`src/hw/rtl/sfd_pkg.sv`:
```
package sfd_pkg;

    // fixed field widths
    localparam int SAMPLE_W  = 12;
    localparam int COEF_W    = 16;
    localparam int PAIR_W    = SAMPLE_W + 1;
    localparam int PROD_W    = COEF_W + PAIR_W + 1;
    localparam int PSUM_W    = PROD_W + 1;
    localparam int SUM_W     = 32;
    localparam int SLOT_W    = 5;
    localparam int DECIM_W   = 8;
    localparam int CFG_IDX_W = 4;
    localparam int IN_W      = 16;
    localparam int OUT_W     = 40;

    // coefficient slots: five pairs and the center tap
    localparam int NUM_COEFS = 6;

    // configuration register indexes
    localparam logic [CFG_IDX_W-1:0] REG_COEF_CENTER = 4'd5;
    localparam logic [CFG_IDX_W-1:0] REG_DECIM       = 4'd6;

    localparam logic [DECIM_W-1:0] DECIM_RESET = 8'd10;

    typedef logic [NUM_COEFS-1:0][COEF_W-1:0] t_coef_vec;
    typedef logic [NUM_COEFS-1:0][PAIR_W-1:0] t_pair_vec;

endpackage

```
`src/hw/rtl/sfd_mac.sv`:
```
module sfd_mac
    import sfd_pkg::*;
(
    input  logic              i_clk,
    input  logic              i_rst_n,
    input  logic              i_valid,
    output logic              o_ready,
    input  t_pair_vec         i_pair,
    input  logic [SLOT_W-1:0] i_slot,
    input  t_coef_vec         i_coef,
    output logic              o_valid,
    input  logic              i_ready,
    output logic [SUM_W-1:0]  o_filtered,
    output logic [SLOT_W-1:0] o_slot
);

    logic                     r_b_valid;
    logic signed [PROD_W-1:0] r_b_prod [NUM_COEFS];
    logic [SLOT_W-1:0]        r_b_slot;
    logic                     r_c_valid;
    logic signed [PSUM_W-1:0] r_c_sum [NUM_COEFS/2];
    logic [SLOT_W-1:0]        r_c_slot;
    logic                     r_o_valid;
    logic [SUM_W-1:0]         r_o_sum;
    logic [SLOT_W-1:0]        r_o_slot;
    logic                     adv_b;
    logic                     adv_c;
    logic                     adv_o;
    logic signed [SUM_W-1:0]  n_o_sum;

    // each stage moves when it is empty or the next one moves
    assign adv_o   = !r_o_valid || i_ready;
    assign adv_c   = !r_c_valid || adv_o;
    assign adv_b   = !r_b_valid || adv_c;
    assign o_ready = adv_b;

    // valid bits
    always_ff @(posedge i_clk) begin
        if (!i_rst_n) begin
            r_b_valid <= 1'b0;
            r_c_valid <= 1'b0;
            r_o_valid <= 1'b0;
        end else begin
            if (adv_b) r_b_valid <= i_valid;
            if (adv_c) r_c_valid <= r_b_valid;
            if (adv_o) r_o_valid <= r_c_valid;
        end
    end

    // products of coefficient and pair sum
    always_ff @(posedge i_clk) begin
        if (adv_b) begin
            for (int k = 0; k < NUM_COEFS; k++) begin
                r_b_prod[k] <= $signed(i_coef[k]) * $signed({1'b0, i_pair[k]});
            end
            r_b_slot <= i_slot;
        end
    end

    // first adder level
    always_ff @(posedge i_clk) begin
        if (adv_c) begin
            for (int k = 0; k < NUM_COEFS/2; k++) begin
                r_c_sum[k] <= PSUM_W'(r_b_prod[2*k]) + PSUM_W'(r_b_prod[2*k+1]);
            end
            r_c_slot <= r_b_slot;
        end
    end

    // final sum into the result register
    always_comb begin
        n_o_sum = '0;
        for (int k = 0; k < NUM_COEFS/2; k++) begin
            n_o_sum = n_o_sum + SUM_W'(r_c_sum[k]);
        end
    end

    always_ff @(posedge i_clk) begin
        if (adv_o && r_c_valid) begin
            r_o_sum  <= n_o_sum;
            r_o_slot <= r_c_slot;
        end
    end

    assign o_valid    = r_o_valid;
    assign o_filtered = r_o_sum;
    assign o_slot     = r_o_slot;

endmodule

```
`src/hw/rtl/symmetric_fir_decimator_unit.sv`:
```
// Symmetric FIR decimator: each input item is one unsigned 12-bit converter
// code that is shifted into a TAP_COUNT-deep delay line. The block forms the
// linear-phase sum of the symmetric pairs and the center tap with signed
// Q1.15 coefficients (registers 0..5) and keeps one filtered value out of
// every decimation_factor (register 6, zero acts as one). A kept value leaves
// as a 32-bit signed sum with its slot in a RING_DEPTH-entry ring, slot in
// bits 36:32 of m_axis_tdata. One item is accepted per cycle unless the
// pipeline is stalled; a kept value passes through a pair-add, multiply and two
// adder stages, each of which holds while the output waits. Configuration is
// taken every cycle and should only be written while the block is idle.
module symmetric_fir_decimator_unit
    import sfd_pkg::*;
#(
    parameter int TAP_COUNT  = 11,
    parameter int RING_DEPTH = 20
) (
    input  logic                 i_clk,
    input  logic                 i_rst_n,
    input  logic                 s_axis_tvalid,
    output logic                 s_axis_tready,
    input  logic [IN_W-1:0]      s_axis_tdata,   // [11:0] sample
    output logic                 m_axis_tvalid,
    input  logic                 m_axis_tready,
    output logic [OUT_W-1:0]     m_axis_tdata,   // [31:0] filtered, [36:32] ring_slot
    input  logic                 i_cfg_valid,
    output logic                 o_cfg_ready,
    input  logic [CFG_IDX_W-1:0] i_cfg_index,
    input  logic [COEF_W-1:0]    i_cfg_data
);

    localparam int NUM_PAIRS = TAP_COUNT / 2;
    localparam int CENTER    = TAP_COUNT / 2;

    logic [SAMPLE_W-1:0] r_delay [TAP_COUNT];
    logic [SAMPLE_W-1:0] n_delay [TAP_COUNT];
    t_coef_vec           r_coef;
    logic [DECIM_W-1:0]  r_decim;
    logic [DECIM_W-1:0]  r_count;
    logic [SLOT_W-1:0]   r_slot;
    logic                r_a_valid;
    t_pair_vec           r_a_pair;
    t_pair_vec           n_a_pair;
    logic [SLOT_W-1:0]   r_a_slot;
    logic                mac_ready;
    logic                in_acc;
    logic                keep;
    logic [DECIM_W-1:0]  factor;
    logic [SUM_W-1:0]    out_sum;
    logic [SLOT_W-1:0]   out_slot;

    assign in_acc        = s_axis_tvalid && s_axis_tready;
    assign s_axis_tready = !r_a_valid || mac_ready;
    assign o_cfg_ready   = 1'b1;

    // configuration registers
    always_ff @(posedge i_clk) begin
        if (!i_rst_n) begin
            r_coef  <= '0;
            r_decim <= DECIM_RESET;
        end else if (i_cfg_valid) begin
            if (i_cfg_index <= REG_COEF_CENTER) begin
                r_coef[i_cfg_index[$clog2(NUM_COEFS)-1:0]] <= i_cfg_data;
            end else if (i_cfg_index == REG_DECIM) begin
                r_decim <= i_cfg_data[DECIM_W-1:0];
            end
        end
    end

    // delay line after the incoming sample is shifted in
    always_comb begin
        n_delay[0] = s_axis_tdata[SAMPLE_W-1:0];
        for (int k = 1; k < TAP_COUNT; k++) begin
            n_delay[k] = r_delay[k-1];
        end
    end

    // symmetric pair sums, center tap in the last slot
    always_comb begin
        for (int k = 0; k < NUM_COEFS; k++) begin
            n_a_pair[k] = '0;
            if (k < NUM_PAIRS && k < NUM_COEFS - 1) begin
                n_a_pair[k] = PAIR_W'(n_delay[k]) + PAIR_W'(n_delay[TAP_COUNT-1-k]);
            end else if (k == NUM_COEFS - 1 && (TAP_COUNT % 2) == 1) begin
                n_a_pair[k] = PAIR_W'(n_delay[CENTER]);
            end
        end
    end

    // decimation decision
    assign factor = (r_decim == '0) ? DECIM_W'(1) : r_decim;
    assign keep   = ({1'b0, r_count} + 9'd1) >= {1'b0, factor};

    always_ff @(posedge i_clk) begin
        if (!i_rst_n) begin
            for (int k = 0; k < TAP_COUNT; k++) begin
                r_delay[k] <= '0;
            end
            r_count <= '0;
            r_slot  <= '0;
        end else if (in_acc) begin
            for (int k = 0; k < TAP_COUNT; k++) begin
                r_delay[k] <= n_delay[k];
            end
            if (keep) begin
                r_count <= '0;
                if (({1'b0, r_slot} + 6'd1) >= 6'(RING_DEPTH)) begin
                    r_slot <= '0;
                end else begin
                    r_slot <= r_slot + SLOT_W'(1);
                end
            end else begin
                r_count <= r_count + DECIM_W'(1);
            end
        end
    end

    // input stage: only kept items go on
    always_ff @(posedge i_clk) begin
        if (!i_rst_n) begin
            r_a_valid <= 1'b0;
        end else if (s_axis_tready) begin
            r_a_valid <= in_acc && keep;
        end
    end

    always_ff @(posedge i_clk) begin
        if (in_acc && keep) begin
            r_a_pair <= n_a_pair;
            r_a_slot <= r_slot;
        end
    end

    sfd_mac u_mac (
        .i_clk      (i_clk),
        .i_rst_n    (i_rst_n),
        .i_valid    (r_a_valid),
        .o_ready    (mac_ready),
        .i_pair     (r_a_pair),
        .i_slot     (r_a_slot),
        .i_coef     (r_coef),
        .o_valid    (m_axis_tvalid),
        .i_ready    (m_axis_tready),
        .o_filtered (out_sum),
        .o_slot     (out_slot)
    );

    assign m_axis_tdata = {(OUT_W - SUM_W - SLOT_W)'(0), out_slot, out_sum};

    // checks
    a_slot_range: assert property (@(posedge i_clk) disable iff (!i_rst_n)
        m_axis_tvalid |-> ({1'b0, m_axis_tdata[36:32]} < 6'(RING_DEPTH)))
        else $error("ring slot out of range");

    a_drop_holds_slot: assert property (@(posedge i_clk) disable iff (!i_rst_n)
        (in_acc && !keep) |=> $stable(r_slot))
        else $error("dropped item moved the ring slot");

    a_keep_clears_count: assert property (@(posedge i_clk) disable iff (!i_rst_n)
        (in_acc && keep) |=> (r_count == '0) && r_a_valid)
        else $error("kept item did not enter the pipeline");

    a_reset_idle: assert property (@(posedge i_clk)
        $past(!i_rst_n) |-> !m_axis_tvalid)
        else $error("output valid right after reset");

endmodule

```
`config.mk`:
```
export PLATFORM = sky130hd
export DESIGN_NAME = symmetric_fir_decimator_unit
export DESIGN_NICKNAME = d
export VERILOG_FILES = /design/src/hw/rtl/sfd_pkg.sv /design/src/hw/rtl/sfd_mac.sv /design/src/hw/rtl/symmetric_fir_decimator_unit.sv
export SDC_FILE = /design/constraint.sdc
export NUM_CORES = 2
export LEC_CHECK = 0
export BUFFER_PORTS_ARGS = -buffer_cell sky130_fd_sc_hd__buf_2
export CAP_MARGIN = 40
export CORE_MARGIN = 2
export CORE_UTILIZATION = 50
export DETAILED_ROUTE_END_ITERATION = 6
export PLACE_DENSITY = 0.76
export SYNTH_ARGS = -nofsm -noshare
export SYNTH_HDL_FRONTEND = slang
export SYNTH_SLANG_ARGS = --single-unit
export TNS_END_PERCENT = 100
```
`constraint.sdc`:
```
create_clock -name i_clk -period 21.5 [get_ports i_clk]
set_clock_uncertainty 0.1 [all_clocks]
set_input_delay 1.075 -clock i_clk [delete_from_list [all_inputs] [get_ports i_clk]]
set_output_delay 1.075 -clock i_clk [all_outputs]
set_load 0.01 [all_outputs]
```
==> results.json <==
{
  "area_growth_pct": 6.13,
  "fin_crit_sh_pct": 36.3,
  "critical_path_buf_inv_count": 7,
  "dr_wl_met2_um": 81700,
  "layout.nets": 9573,
  "crit_fanout": 16,
  "totalPowerFinal_w": 0.00333,
  "cts_resized": 0,
  "rows": 144,
  "vias_per_cell": 5.35,
  "rsz0062_at_grt": "no",
  "cp.arrival_ns": 8.05,
  "relSlewSlack_pct": 37.3,
  "internal_power_w": 0.00238,
  "crit_chain": "and2_1 > fa_1 > inv_1 > fa_1 > inv_1 > fa_1 > inv_1 > fa_1 > inv_1 > fa_1 > inv_1 > fa_1 > inv_1 > ha_1 > inv_1 > o21ai_0 > o221ai_1 > a2111oi_1 > o221ai_1 > a21oi_1 > a211o_1 > a21oi_1 > xnor2_1",
  "worstSetupPathType": "register to register",
  "portBuffers": 75,
  "route.met3.wl_um": 16700,
  "start_kind": "register",
  "clkTransAtPathRegs_ns": 0.07,
  "postCtsHoldBufs": 0,
  "num_vias": 52400,
  "synth_cells": 7733,
  "p_seq_share_pct": 45.3,
  "ys.flop_type": "edfxtp_1",
  "fmax_mhz": 128,
  "yosys_warnings": 0,
  "hpwlAfterDp_um": 148000,
  "synth_area_um2": 77000,
  "cts_buffers": 72,
  "cpMostUsedCell": "inv_1",
  "routed_wl_um": 183000,
  "outcome": "finished clean",
  "async_flop_share_pct": 0,
  "cts_root_buf": "clkbuf_16",
  "grt_overflow_total": 0,
  "cts_tree": "done",
  "min_period_ns": 7.80,
  "grt_first_pass_wirelength_um": 296000,
  "place_congestion": 0.950,
  "detail-route-antenna-nets": 0,
  "dieArea_um2": 157000,
  "htree_levels": 3,
  "setup-violations-final": 0,
  "seq_area_frac_synth_pct": 23.5,
  "track_usage_pct": 23.9,
  "synth_cell_types": 88,
  "crit_family": "adder cells",
  "wl_met1_um": 78100,
  "firstDrtPassIters": 6,
  "final_cell_mix": "1,594 x inv_1, 1,228 x fa_1, 904 x nand2_1, 754 x and2_1, 628 x ha_1",
  "clk-insertion-delay-late_ns": 0.66,
  "fin_area_um2": 81700,
  "cts_sinks": 642,
  "leakagePower_nw": 41.1,
  "final_common_cell": "inv_1",
  "antenna_found_initial": 9,
  "layout-drive-gt1-share_pct": 3.24,
  "final-hold-violation-count": 0,
  "drc": 0,
  "slew_viol_final": 0,
  "worstPathRequired_ns": 21.75,
  "initial_core_util_pct": 50.2,
  "dieWidth_um": 396,
  "fp.dieH_um": 396,
  "fin_tns_setup_ns": 0,
  "p_sw_share_pct": 28.5,
  "p_clk_share_pct": 36.6,
  "io_pins": 84,
  "grt_pass1_vias": 54400,
  "p_sw_w": 0.000950,
  "grt_max_degree": 75,
  "peakVddDrop_v": 0.0000506,
  "cpPeakStageDelay_ns": 0.74,
  "drt-wirelength-per-cell_um": 18.7,
  "critPathSlowestCell": "a2111oi_1",
  "placed_area_um2": 79400,
  "min_path_type": "register to register",
  "cts.path.max_buffers": 3,
  "drtIter0Drc": 3838,
  "pwr-share-comb_pct": 18.1,
  "postCtsSetupBuffers": 0,
  "p_per_area_nw_per_um2": 40.7,
  "maxCapViolations": 0,
  "synth_edf_count": 521,
  "end_kind": "register",
  "routed.top_layer": "met4",
  "coreArea_um2": 154000,
  "avgSynthCellArea_um2": 9.96,
  "tightest_slew_ns": 0.940,
  "ys_ff_latch": 642
}
[state kept, by name (all words and copies together) (netlist names), 5 cells and up]
register and cells:
r_count 8, r_decim 8, r_a_pair 77, u_mac.r_c_slot 5, r_slot 5, r_a_slot 5
u_mac.r_b_prod 179, u_mac.o_filtered 32, u_mac.r_b_slot 5, r_coef 96, r_delay 120, u_mac.r_c_sum 93
u_mac.o_slot 5
[worst paths after layout]
check                           depth (start not counted)                     to               from  slack (ns)
worst max-delay path                                   23  u_mac.r_b_prod[2][28]       r_a_pair[28]       13.70
worst min-delay path                                    0        u_mac.o_slot[0]  u_mac.r_c_slot[0]        0.32
worst max register to register                         23  u_mac.r_b_prod[2][28]       r_a_pair[28]       13.70
worst min register to register                          0        u_mac.o_slot[0]  u_mac.r_c_slot[0]        0.32
[through the flow]
step                hold slack (ns)  setup WS [ns]  util, %  instances
detailed placement            0.305          13.87     51.7       9643
global placement              0.303          13.90     51.6       9634
floorplan                     0.300          13.98        -       7735
CTS                           0.315          13.83     53.2       9777
finish                        0.318          13.70     53.2       9782
global route                  0.320          13.32     53.2       9780
[cells by family after synthesis]
| kind of cell | count (synthesis) | share of synthesized area [%] |
|---|---|---|
| buffers and inverters | 1829 | 8.94 |
| AOI/OAI and AO/OA | 869 | 7.46 |
| muxes | 23 | 0.301 |
| and+or+nand+nor | 2183 | 14.0 |
| adders and majority gates | 1856 | 42.1 |
| other | 2 | 0.00975 |
| DFF | 642 | 23.5 |
| xor gates and xnor gates | 329 | 3.74 |
[final cells by class]
class	instances	area, um2
Clock buffer	87	1890
Timing Repair Buffer	100	672
Clock inverter	47	437
Inverter	1596	5990
Fill cell	13200	71800
Multi-Input combinational cell	5264	52100
Antenna cell	2	5.00
Sequential cell	642	18100
Tap cell	2044	2560
[synth_stat cells (6+ instances only)]
library cell,count,area (um2)
nor2b_1,61,382
nor2_1,219,822
or4_1,7,52.6
nand3_1,49,245
inv_1,1596,5990
fa_1,1228,24600
xor2_1,63,552
a211o_1,8,70.1
ha_1,628,7860
o21a_1,59,443
a21o_1,97,728
nor3_1,55,275
xnor2_1,266,2330
or2_2,11,68.8
clkbuf_1,225,845
edfxtp_1,521,15600
o21ai_1,9,45.0
nand4_1,11,68.8
a21oi_1,230,1150
o41ai_1,9,78.8
o21bai_1,41,308
and3_1,34,213
and2_1,754,4720
nand2b_1,44,275
a31oi_1,25,156
mux2i_1,22,220
o211ai_1,11,82.6
a21boi_0,104,781
dfxtp_1,121,2420
nor4_1,6,37.5
a211oi_1,29,218
o21ai_0,145,726
nand2_1,905,3400
or3_1,7,43.8
a2111oi_0,10,87.6
[layer usage]
metal  track usage (%)  vias up
li1                  -    23900
met1              33.0    26200
met2              37.4     1931
met3              5.20      317
met4              8.07        0
met5                 0        -
[power groups by stage]
stage	clock, W	combinational [W]	sequential [W]
finish	0.00122	0.000603	0.00151
global route	0.00128	0.000677	0.00151
CTS	0.00124	0.000600	0.00151
detailed placement	0	0.000595	0.00154
global placement	0	0.000576	0.00153
floorplan	0	0.000438	0.00149
(Power assumes the default switching activity.)
